==> src/hw/rtl/ucodec_pkg.sv <==
`timescale 1ns / 1ps

package ucodec_pkg;

	typedef enum logic [1:0] {
		FUNC_U8_DEC  = 2'd0,
		FUNC_U8_ENC  = 2'd1,
		FUNC_U16_DEC = 2'd2,
		FUNC_U16_ENC = 2'd3
	} func_t;

	typedef struct packed {
		func_t       func;
		logic [15:0] unit0;
		logic [15:0] unit1;
		logic [7:0]  unit2;
		logic [7:0]  unit3;
		logic [20:0] code_point;
	} req_t;

	typedef struct packed {
		logic [20:0] decoded_point;
		logic [15:0] out_unit0;
		logic [15:0] out_unit1;
		logic [7:0]  out_unit2;
		logic [7:0]  out_unit3;
		logic [2:0]  unit_count;
		logic        bad_input;
	} rsp_t;

	localparam logic [2:0]  COUNT_ONE   = 3'd1;
	localparam logic [2:0]  COUNT_TWO   = 3'd2;
	localparam logic [2:0]  COUNT_THREE = 3'd3;
	localparam logic [2:0]  COUNT_FOUR  = 3'd4;

	localparam logic [7:0]  U8_LEAD2    = 8'hC0;
	localparam logic [7:0]  U8_LEAD3    = 8'hE0;
	localparam logic [7:0]  U8_LEAD4    = 8'hF0;
	localparam logic [1:0]  U8_CONT_TAG = 2'b10;

	localparam logic [20:0] CP_U8_ONE   = 21'h00_0080;
	localparam logic [20:0] CP_U8_TWO   = 21'h00_0800;
	localparam logic [20:0] CP_BMP_END  = 21'h00_FFFF;
	localparam logic [20:0] CP_SUPP_BASE = 21'h01_0000;
	localparam logic [20:0] CP_MAX      = 21'h10_FFFF;

	localparam logic [15:0] SUR_HI_FIRST = 16'hD800;
	localparam logic [15:0] SUR_HI_LAST  = 16'hDBFF;
	localparam logic [15:0] SUR_LO_FIRST = 16'hDC00;
	localparam logic [15:0] SUR_LO_LAST  = 16'hDFFF;

endpackage

==> src/hw/rtl/ucodec_req_if.sv <==
`timescale 1ns / 1ps

interface ucodec_req_if import ucodec_pkg::*; ();
	logic valid;
	logic ready;
	req_t data;

	modport source (output valid, output data, input ready);
	modport sink (input valid, input data, output ready);
endinterface

==> src/hw/rtl/ucodec_rsp_if.sv <==
`timescale 1ns / 1ps

interface ucodec_rsp_if import ucodec_pkg::*; ();
	logic valid;
	logic ready;
	rsp_t data;

	modport source (output valid, output data, input ready);
	modport sink (input valid, input data, output ready);
endinterface

==> src/hw/rtl/ucodec_utf8.sv <==
`timescale 1ns / 1ps

module ucodec_utf8 import ucodec_pkg::*; (
	input  req_t req,
	input  logic encode,
	output rsp_t rsp
);

	logic [7:0]  b0;
	logic [7:0]  b1;
	logic [20:0] cp;

	assign b0 = req.unit0[7:0];
	assign b1 = req.unit1[7:0];
	assign cp = req.code_point;

	always_comb begin
		rsp = '0;
		if (encode) begin
			if (cp < CP_U8_ONE) begin
				rsp.out_unit0  = {9'd0, cp[6:0]};
				rsp.unit_count = COUNT_ONE;
			end else if (cp < CP_U8_TWO) begin
				rsp.out_unit0  = {8'd0, U8_LEAD2 | {3'd0, cp[10:6]}};
				rsp.out_unit1  = {8'd0, U8_CONT_TAG, cp[5:0]};
				rsp.unit_count = COUNT_TWO;
			end else if (cp <= CP_BMP_END) begin
				rsp.out_unit0  = {8'd0, U8_LEAD3 | {4'd0, cp[15:12]}};
				rsp.out_unit1  = {8'd0, U8_CONT_TAG, cp[11:6]};
				rsp.out_unit2  = {U8_CONT_TAG, cp[5:0]};
				rsp.unit_count = COUNT_THREE;
			end else begin
				rsp.out_unit0  = {8'd0, U8_LEAD4 | {5'd0, cp[20:18]}};
				rsp.out_unit1  = {8'd0, U8_CONT_TAG, cp[17:12]};
				rsp.out_unit2  = {U8_CONT_TAG, cp[11:6]};
				rsp.out_unit3  = {U8_CONT_TAG, cp[5:0]};
				rsp.unit_count = COUNT_FOUR;
			end
		end else begin
			if (!b0[7]) begin
				rsp.decoded_point = {14'd0, b0[6:0]};
				rsp.unit_count    = COUNT_ONE;
			end else if (!b0[6]) begin
				rsp.bad_input = 1'b1;
			end else if (!b0[5]) begin
				rsp.decoded_point = {10'd0, b0[4:0], b1[5:0]};
				rsp.unit_count    = COUNT_TWO;
			end else if (!b0[4]) begin
				rsp.decoded_point = {5'd0, b0[3:0], b1[5:0], req.unit2[5:0]};
				rsp.unit_count    = COUNT_THREE;
			end else if (!b0[3]) begin
				rsp.decoded_point = {b0[2:0], b1[5:0], req.unit2[5:0], req.unit3[5:0]};
				rsp.unit_count    = COUNT_FOUR;
			end else begin
				rsp.bad_input = 1'b1;
			end
		end
	end

endmodule

==> src/hw/rtl/ucodec_utf16.sv <==
`timescale 1ns / 1ps

module ucodec_utf16 import ucodec_pkg::*; (
	input  req_t req,
	input  logic encode,
	output rsp_t rsp
);

	logic        u0_hi;
	logic        u0_lo;
	logic        u1_lo;
	logic [20:0] cp;
	logic [19:0] offset;

	assign u0_hi  = (req.unit0 >= SUR_HI_FIRST) && (req.unit0 <= SUR_HI_LAST);
	assign u0_lo  = (req.unit0 >= SUR_LO_FIRST) && (req.unit0 <= SUR_LO_LAST);
	assign u1_lo  = (req.unit1 >= SUR_LO_FIRST) && (req.unit1 <= SUR_LO_LAST);
	assign cp     = req.code_point;
	assign offset = cp[19:0] - CP_SUPP_BASE[19:0];

	always_comb begin
		rsp = '0;
		if (encode) begin
			if (cp <= CP_BMP_END) begin
				if ((cp[15:0] >= SUR_HI_FIRST) && (cp[15:0] <= SUR_LO_LAST)) begin
					rsp.bad_input = 1'b1;
				end else begin
					rsp.out_unit0  = cp[15:0];
					rsp.unit_count = COUNT_ONE;
				end
			end else if (cp <= CP_MAX) begin
				rsp.out_unit0  = SUR_HI_FIRST | {6'd0, offset[19:10]};
				rsp.out_unit1  = SUR_LO_FIRST | {6'd0, offset[9:0]};
				rsp.unit_count = COUNT_TWO;
			end else begin
				rsp.bad_input = 1'b1;
			end
		end else begin
			if (u0_lo || (u0_hi && !u1_lo)) begin
				rsp.bad_input = 1'b1;
			end else if (u0_hi) begin
				rsp.decoded_point = CP_SUPP_BASE + {1'b0, req.unit0[9:0], req.unit1[9:0]};
				rsp.unit_count    = COUNT_TWO;
			end else begin
				rsp.decoded_point = {5'd0, req.unit0};
				rsp.unit_count    = COUNT_ONE;
			end
		end
	end

endmodule

==> src/hw/rtl/unicode_utf8_utf16_codec.sv <==
`timescale 1ns / 1ps

// UTF-8 / UTF-16 codec. Each request on the item channel names one operation
// (UTF-8 decode or encode, UTF-16 decode or encode) and carries the code units
// to decode and the code point to encode. Exactly one result leaves on the
// result channel for every request, in request order.
// The block has two register stages: the request is captured in an input
// register, the conversion is done by combinational logic, and the answer is
// held in a result register. The result is valid once the request has passed
// through the input register into the result register, and one request is
// accepted every cycle when the receiver takes results every cycle.
// When the receiver stalls, the result register holds its value and the input
// register fills; item.ready drops only when both stages are full and the
// receiver is not ready, so no request is lost or repeated.
// Reset clears both stage valid flags; the data registers are not reset, and the
// block is ready for a request as soon as reset is released.
module unicode_utf8_utf16_codec import ucodec_pkg::*; (
	input  logic         clk,
	input  logic         arst_n,
	ucodec_req_if.sink   item,
	ucodec_rsp_if.source result
);

	req_t data_s1;
	logic valid_s1;
	rsp_t data_s2;
	logic valid_s2;
	logic adv_s1;
	logic adv_s2;
	rsp_t u8_rsp;
	rsp_t u16_rsp;
	rsp_t next_rsp;

	assign adv_s2     = !valid_s2 || result.ready;
	assign adv_s1     = !valid_s1 || adv_s2;
	assign item.ready = adv_s1;

	ucodec_utf8 u_utf8 (
		.req    (data_s1),
		.encode (data_s1.func == FUNC_U8_ENC),
		.rsp    (u8_rsp)
	);

	ucodec_utf16 u_utf16 (
		.req    (data_s1),
		.encode (data_s1.func == FUNC_U16_ENC),
		.rsp    (u16_rsp)
	);

	always_comb begin
		unique case (data_s1.func)
			FUNC_U8_DEC, FUNC_U8_ENC: next_rsp = u8_rsp;
			FUNC_U16_DEC, FUNC_U16_ENC: next_rsp = u16_rsp;
			default: next_rsp = '0;
		endcase
	end

	always_ff @(posedge clk or negedge arst_n) begin
		if (!arst_n) begin
			valid_s1 <= 1'b0;
			valid_s2 <= 1'b0;
		end else begin
			if (adv_s1) begin
				valid_s1 <= item.valid;
			end
			if (adv_s2) begin
				valid_s2 <= valid_s1;
			end
		end
	end

	always_ff @(posedge clk) begin
		if (adv_s1 && item.valid) begin
			data_s1 <= item.data;
		end
		if (adv_s2 && valid_s1) begin
			data_s2 <= next_rsp;
		end
	end

	assign result.valid = valid_s2;
	assign result.data  = data_s2;

	a_bad_clears: assert property (@(posedge clk) disable iff (!arst_n)
		(valid_s2 && data_s2.bad_input) |-> (data_s2.unit_count == 3'd0) &&
		(data_s2.decoded_point == '0) && (data_s2.out_unit0 == '0))
		else $error("error result carries nonzero fields");

	a_good_count: assert property (@(posedge clk) disable iff (!arst_n)
		(valid_s2 && !data_s2.bad_input) |->
		(data_s2.unit_count != 3'd0) && (data_s2.unit_count <= COUNT_FOUR))
		else $error("good result has count out of range");

	a_s1_moves: assert property (@(posedge clk) disable iff (!arst_n)
		(valid_s1 && !valid_s2) |=> valid_s2)
		else $error("first stage did not move into empty result stage");

	a_stall_full: assert property (@(posedge clk) disable iff (!arst_n)
		!item.ready |-> (valid_s1 && valid_s2 && !result.ready))
		else $error("request refused while pipeline has room");

endmodule

==> src/flat_wrapper.sv <==
// flat-port wrapper written by rule: the top's interface ports become plain ports
module unicode_utf8_utf16_codec_flat import ucodec_pkg::*;
  (clk, arst_n, item_valid, item_data, item_ready, result_valid, result_data, result_ready);
  ucodec_req_if item_i ();
  ucodec_rsp_if result_i ();
  input  logic clk;
  input  logic arst_n;
  input wire logic [$bits(item_i.valid)-1:0] item_valid;
  input wire logic [$bits(item_i.data)-1:0] item_data;
  output wire logic [$bits(item_i.ready)-1:0] item_ready;
  output wire logic [$bits(result_i.valid)-1:0] result_valid;
  output wire logic [$bits(result_i.data)-1:0] result_data;
  input wire logic [$bits(result_i.ready)-1:0] result_ready;
  assign item_i.valid = item_valid;
  assign item_i.data = item_data;
  assign item_ready = item_i.ready;
  assign result_valid = result_i.valid;
  assign result_data = result_i.data;
  assign result_i.ready = result_ready;
  unicode_utf8_utf16_codec u_core (.clk(clk), .arst_n(arst_n), .item(item_i), .result(result_i));
endmodule
==> config.mk <==
export PLATFORM = sky130hd
export DESIGN_NAME = unicode_utf8_utf16_codec_flat
export DESIGN_NICKNAME = d
export VERILOG_FILES = /design/src/hw/rtl/ucodec_pkg.sv /design/src/hw/rtl/ucodec_req_if.sv /design/src/hw/rtl/ucodec_rsp_if.sv /design/src/hw/rtl/ucodec_utf8.sv /design/src/hw/rtl/ucodec_utf16.sv /design/src/hw/rtl/unicode_utf8_utf16_codec.sv /design/src/flat_wrapper.sv
export SDC_FILE = /design/constraint.sdc
export NUM_CORES = 1
export LEC_CHECK = 0
export ABC_AREA = 1
export BUFFER_PORTS_ARGS = -buffer_cell sky130_fd_sc_hd__buf_2
export CORE_MARGIN = 3
export CORE_UTILIZATION = 50
export DETAILED_ROUTE_END_ITERATION = 10
export GPL_TIMING_DRIVEN = 0
export PLACE_DENSITY = 0.76
export SETUP_SLACK_MARGIN = 0.3
export SLEW_MARGIN = 25
export SYNTH_ARGS = -nofsm -noshare
export SYNTH_HDL_FRONTEND = slang
export SYNTH_HIERARCHICAL = 1
export SYNTH_SLANG_ARGS = --single-unit
==> constraint.sdc <==
create_clock -name clk -period 4.8 [get_ports clk]
set_input_delay 0.72 -clock clk [delete_from_list [all_inputs] [get_ports clk]]
set_output_delay 0.72 -clock clk [all_outputs]
set_load 0.05 [all_outputs]
==> qor.yml, run 1 <==
pwr:
  powerDensity_mw_per_mm2: 344
  power.static_leakage_nw: 4.52
  ir_worst_vdd_v: 0.000246
  p_total_mw: 3.39
worst_setup_path:
  crit_path_start_kind: "flip-flop"
  r2r_slack_ns: 2.22
  critical_path_class: "reg -> reg"
  reg2reg_from: "u_core/data_s1[70]$_DFFE_PP_"
  crit_family: "simple AND/OR/NAND/NOR gates"
  worst_path_most_repeated_cell: "o21ai_0"
  crit_arrival_ns: 2.76
  path_cells: "buf_6, buf_4, nor2_1, inv_2, nand2_2, nor2_2, o21ai_0, nand2_1, inv_1, o21ai_0"
  crit_buf_inv: 4
  cp.required_ns: 4.97
  crit_path_top_delay_cell: "edfxtp_1"
  cpPeakStageDelay_ns: 0.42
  cp_max_fo: 10
  crit_start: "u_core/data_s1[70]$_DFFE_PP_"
  endpoint_kind: "flip-flop"
die:
  placementRows: 45
  dieArea_mm2: 0.0177
  start_util: 0.522
  die_w_um: 133
  die_h_um: 133
  ios: 150
  core_mm2: 0.0155
timing:
  max-slew-margin-rel: 0.582
  fmax_mhz: 387
  rsz0062_at_grt: "no"
  setup_violations: 0
  worst_clock_skew_ns: 0.00826
  worst_slew_pin_slew_ns: 0.626
  finalHoldViolCount: 0
  period_minus_slack_ns: 2.58
  drv_slew: 0
  fin_crit_sh: 0.538
  setup_tns_ns: 0
  layout_setup_ws_ns: 2.22
place:
  place_area_mm2: 0.00932
  portBuffers: 145
  dpl.cell_count: 1325
  pre_cts_ws_ns: 2.29
  globalplace.congestion: 0.962
  dpl.hpwl_mm: 14.4
detailed_routing:
  drt_iter0_drc: 692
  dr_total_vias: 6571
  ant_nets: 0
  routed_wl_mm: 19.6
  first_pass_iters: 6
  drc_errors: 0
  avgRoutedWirePerCell_um: 14.5
  via_per_inst: 4.84
synthesis:
  syn_area_mm2: 0.00808
  ys.warnings.count: 6
  synth_cells: 930
  avgSynthCellArea_um2: 8.68
clock_tree:
  cts_buffer_depth: 2
  cts_resized: 0
  post_cts_buffers: 0
  htreeDepth: 4
  cts.sinks: 142
  cts_buffers: 17
  cts_tree: "done"
  hold_buffers: 0
  path_clk_slew_ns: 0.06
  clockRootBuffer: "clkbuf_16"
  clk_latency_ns: 0.42
finish:
  diodes: 0
  final_layout_size_suffix_gt1_frac: 0.257
  area_growth_pct: 22.3
  finalNetCount: 1211
  final_cells: 1357
  nFillCells: 1354
  multi_input_area_mm2: 0.00280
  regArea_mm2: 0.00425
  design_area_mm2: 0.00988
global_routing:
  grt_pass1_vias: 6248
  grt-ovfl-total: 0
  grt_first_pass_wirelength_mm: 31.4
  gr-usage-all-layers: 0.226
  antenna_found_initial: 1
  grt_max_degree: 55
hold_path:
  min_path_type: "in -> async"
flow_run:
  cap_violations: 0
outcome:
  status: "completed"
area by class of cell:
| class | instances | share of cell area |
|---|---|---|
| well taps | 211 | 0.0267 |
| plain buffers | 75 | 0.0560 |
| clock inverters | 13 | 0.0124 |
| inverters | 161 | 0.0617 |
| flip-flops and latches | 142 | 0.431 |
| clock buffers | 19 | 0.0438 |
| multi-input cells | 587 | 0.284 |
| repair buffers | 149 | 0.0846 |
worst paths after layout:
| check | endpoint | depth (start not counted) |
|---|---|---|
| max in group asynchronous | u_core/result.valid$_DFFE_PN0P_ | 1 |
| setup / recovery | u_core/result.data[2]$_DFFE_PP_ | 10 |
| hold reg to reg | u_core/result.valid$_DFFE_PN0P_ | 2 |
| hold / removal | u_core/valid_s1$_DFFE_PN0P_ | 1 |
| min in group clk | u_core/data_s1[30]$_DFFE_PP_ | 1 |
| setup reg to reg | u_core/result.data[2]$_DFFE_PP_ | 10 |
where the power goes:
group | switching [mW] | internal [mW] | total (mW)
clock network | 0.493 | 0.756 | 1.25
registers | 0.0661 | 1.48 | 1.55
logic | 0.424 | 0.175 | 0.600
registers in the layout (all words and copies together) (netlist names):
| signal | cells |
|---|---|
| u_core/data_s1 | 67 |
| u_core/valid_s1 | 1 |
| u_core/result.data | 73 |
| u_core/result.valid | 1 |
layer usage:
| layer | global-route usage | wire length (um) | vias up | share of wire |
|---|---|---|---|---|
| met3 | 0.0456 | 1300 | 35 | 0.066 |
| met5 | 0 | 13 | - | 0.00066 |
| met2 | 0.391 | 10000 | 263 | 0.51 |
| met4 | 0.0803 | 426 | 2 | 0.022 |
| met1 | 0.282 | 7850 | 2955 | 0.40 |
| li1 | - | - | 3316 | - |
stage by stage:
step	utilization	hold WS, ns
after global placement	0.594	0.474
after floorplan	-	0.424
after detailed placement	0.602	0.511
after global routing	0.638	0.0655
final	0.638	0.0848
after CTS	0.638	0.0686
cell usage in the layout, fill, tap and decap left out, types with 4 or more instances in the layout:
cell type and count:
nand2_2 6, buf_16 4, buf_4 55, nand2_1 262, inv_2 5, o21ai_1 4
buf_6 5, nor2_4 15, clkbuf_16 17, o211ai_1 6, edfxtp_1 140, nand3_1 37
nor2_2 8, clkbuf_1 7, o21ai_0 86, buf_2 154, clkinv_2 4, nor2_1 48
nand4_1 16, a21oi_1 34, nand2_4 4, inv_1 154, conb_1 37
worst register-to-register path, cell delays in order, from the launching register on:
cell and delay (ns):
edfxtp_1 0.42, buf_6 0.19, buf_4 0.19, nor2_1 0.14, inv_2 0.21, nand2_2 0.14, nor2_2 0.35, o21ai_0 0.22
nand2_1 0.11, inv_1 0.04, o21ai_0 0.35
(Power assumes the default switching activity.)
==> inputs of run 2 (changes only) <==
PLACE_DENSITY = 0.73   (was 0.76)
clock period = 2.4 ns   (was 4.8 ns; I/O delays follow)
==> run 2 against run 1 <==
- flip-flop and latch count stayed put
- non-clock buffer count is 57 higher
- total power grew 110%
- core utilization is 4.1 points higher
- critical endpoint is now u_core/result.data[0]$_DFFE_PP_
==> qor.yml, run 2 (synthesized netlist as in run 1, its figures left out) <==
outcome:
  status: "completed"
worst_setup_path:
  critical_path_class: "reg -> reg"
  endpoint_kind: "flip-flop"
  crit_arrival_ns: 2.21  # -0.55 ns
  cp.required_ns: 2.57  # -2.40 ns
  cp_max_fo: 10  # unchanged
  crit_path_start_kind: "flip-flop"
  r2r_slack_ns: 0.35  # -1.86 ns
timing:
  finalHoldViolCount: 0  # unchanged
  max-slew-margin-rel: 0.640  # +0.0585
  fmax_mhz: 489  # +26%
  fin_crit_sh: 0.852  # +0.315
  drv_slew: 0  # unchanged
  worst_clock_skew_ns: 0.00741  # -0.000850 ns
  worst_slew_pin_slew_ns: 0.535  # -0.0908 ns
  rsz0062_at_grt: "no"
  layout_setup_ws_ns: 0.354  # -1.86 ns
  period_minus_slack_ns: 2.05  # -0.536 ns
  setup_violations: 0  # unchanged
detailed_routing:
  drc_errors: 0  # unchanged
  avgRoutedWirePerCell_um: 14.9  # +3.4%
  dr_total_vias: 6923  # +5.4%
  drt_iter0_drc: 545  # -21%
  first_pass_iters: 6  # unchanged
  routed_wl_mm: 21.1  # +7.7%
  ant_nets: 0  # unchanged
  via_per_inst: 4.90  # +1.1%
die:
  placementRows: 45  # unchanged
  die_w_um: 133  # unchanged
  die_h_um: 133  # unchanged
  core_mm2: 0.0155  # unchanged
  dieArea_mm2: 0.0177  # unchanged
  start_util: 0.522  # unchanged
  ios: 150  # unchanged
clock_tree:
  path_clk_slew_ns: 0.06  # about the same
  cts.sinks: 142  # unchanged
  clk_latency_ns: 0.43  # about the same
  cts_buffers: 17  # unchanged
  cts_tree: "done"
  cts_buffer_depth: 2  # unchanged
  htreeDepth: 4  # unchanged
  clockRootBuffer: "clkbuf_16"
pwr:
  sequentialPowerShare: 0.428  # -0.028
  p_int_mw: 5.13  # +110%
  powerDensity_mw_per_mm2: 679  # +98%
  combPwrFrac: 0.189  # +0.012
  switching_share: 0.282  # -0.00761
  p_clk_frac: 0.382  # +0.014
  p_sw_mw: 2.01  # +100%
  p_total_mw: 7.14  # +110%
  ir_worst_vdd_v: 0.000491  # +99%
  power.static_leakage_nw: 4.83  # +6.9%
finish:
  mostFrequentLayoutCell: "nand2_1"
  area_growth_pct: 30.2
  largest_reg_flops: 73  # unchanged
  diodes: 0  # unchanged
  nFillCells: 1276  # -5.8%
  final_cell_mix: "259 x nand2_1, 152 x buf_2, 150 x inv_1"
  final_layout_size_suffix_gt1_frac: 0.303  # +0.0452
  regArea_mm2: 0.00426  # about the same
  multi_input_area_mm2: 0.00289  # +3.0%
  post-route-util: 0.679  # +0.0410
  finalNetCount: 1268  # +4.7%
global_routing:
  gr-usage-all-layers: 0.241  # +0.0149
  grt_max_degree: 37  # -33%
  grt_first_pass_wirelength_mm: 33.0  # +5.1%
  antenna_found_initial: 0  # -1
  grt_pass1_vias: 6392  # +2.3%
  grt-ovfl-total: 0  # unchanged
place:
  pre_cts_ws_ns: -0.00801  # -2.30 ns
  globalplace.congestion: 0.966  # +0.47%
  portBuffers: 145  # unchanged
  dpl.hpwl_mm: 14.9  # +3.6%
hold_path:
  min_path_type: "in -> reg"
flow_run:
  cap_violations: 0  # unchanged
run 2: cell types whose count changed in the layout (fill, tap and decap cells not counted), moves of 4 or more:
cell	change
o21ai_0	-4
inv_1	-4
o21ai_1	+4
buf_4	+51
nor2_4	+5
run 2: critical path, cell delays in order (launching register included):
cell and delay, ns:
edfxtp_1 0.37, buf_6 0.18, buf_6 0.17, nand2_1 0.10, inv_4 0.13, clkbuf_1 0.36, nand2_1 0.16, nand2_1 0.09
nand2_1 0.04, o21ai_0 0.18
run 2: layout make-up:
cell class,count,share of cell area
Inverter,161,0.0592
Buffer,75,0.0538
Clock buffer,22,0.0423
Multi-Input combinational cell,587,0.275
Clock inverter,10,0.0155
Timing Repair Buffer,206,0.124
Sequential cell,142,0.405
Tap cell,211,0.0251
run 2: power groups by stage:
stage	Combinational, mW	Clock (mW)	Sequential (mW)
6_report	1.35	2.73	3.06
5_1_grt	1.46	2.89	3.08
4_1_cts	1.30	2.77	3.06
3_5_place_dp	1.21	0	3.14
3_3_place_gp	1.16	0	3.15
2_1_floorplan	0.497	0	3.48
run 2: final timing paths:
check / startpoint / depth (start not counted) / to
worst max register to register: u_core/data_s1[70]$_DFFE_PP_ / 9 / u_core/result.data[0]$_DFFE_PP_
max in group asynchronous: arst_n / 2 / u_core/result.valid$_DFFE_PN0P_
min in group asynchronous: arst_n / 2 / u_core/result.valid$_DFFE_PN0P_
worst min register to register: u_core/result.valid$_DFFE_PN0P_ / 2 / u_core/result.valid$_DFFE_PN0P_
worst max-delay path: u_core/data_s1[70]$_DFFE_PP_ / 9 / u_core/result.data[0]$_DFFE_PP_
worst min-delay path: item_data[67] / 1 / u_core/data_s1[67]$_DFFE_PP_
run 2: stage by stage:
stage          cells  hold WS, ns  cell area, um^2   TNS, ns
2_1_floorplan    965       0.0644             8240         0
3_3_place_gp    1321        0.146             9230    -30.75
3_5_place_dp    1326        0.149             9360  -0.00801
4_1_cts         1391       0.0926            10300         0
5_1_grt         1414       0.0881            10500         0
6_report        1414        0.104            10500         0
run 2: routing by layer:
| layer | GRT usage | share of wire | up-vias |
|---|---|---|---|
| met5 | 0 | 0 | - |
| met4 | 0.115 | 0.043 | 0 |
| met3 | 0.0456 | 0.058 | 60 |
| met2 | 0.408 | 0.50 | 289 |
| met1 | 0.298 | 0.39 | 3131 |
| li1 | - | - | 3443 |
run 2: timing repair:
| item | 4_1_cts | 5_1_grt |
|---|---|---|
| pin swaps | 1 | 12 |
| hold endpoints to repair | 2 | 0 |
| resized for setup | 13 | 19 |
| gates cloned | 0 | 0 |
| hold buffers | 1 | 0 |
| setup buffers | 32 | 23 |
| endpoints found under the setup margin | 54 | 51 |
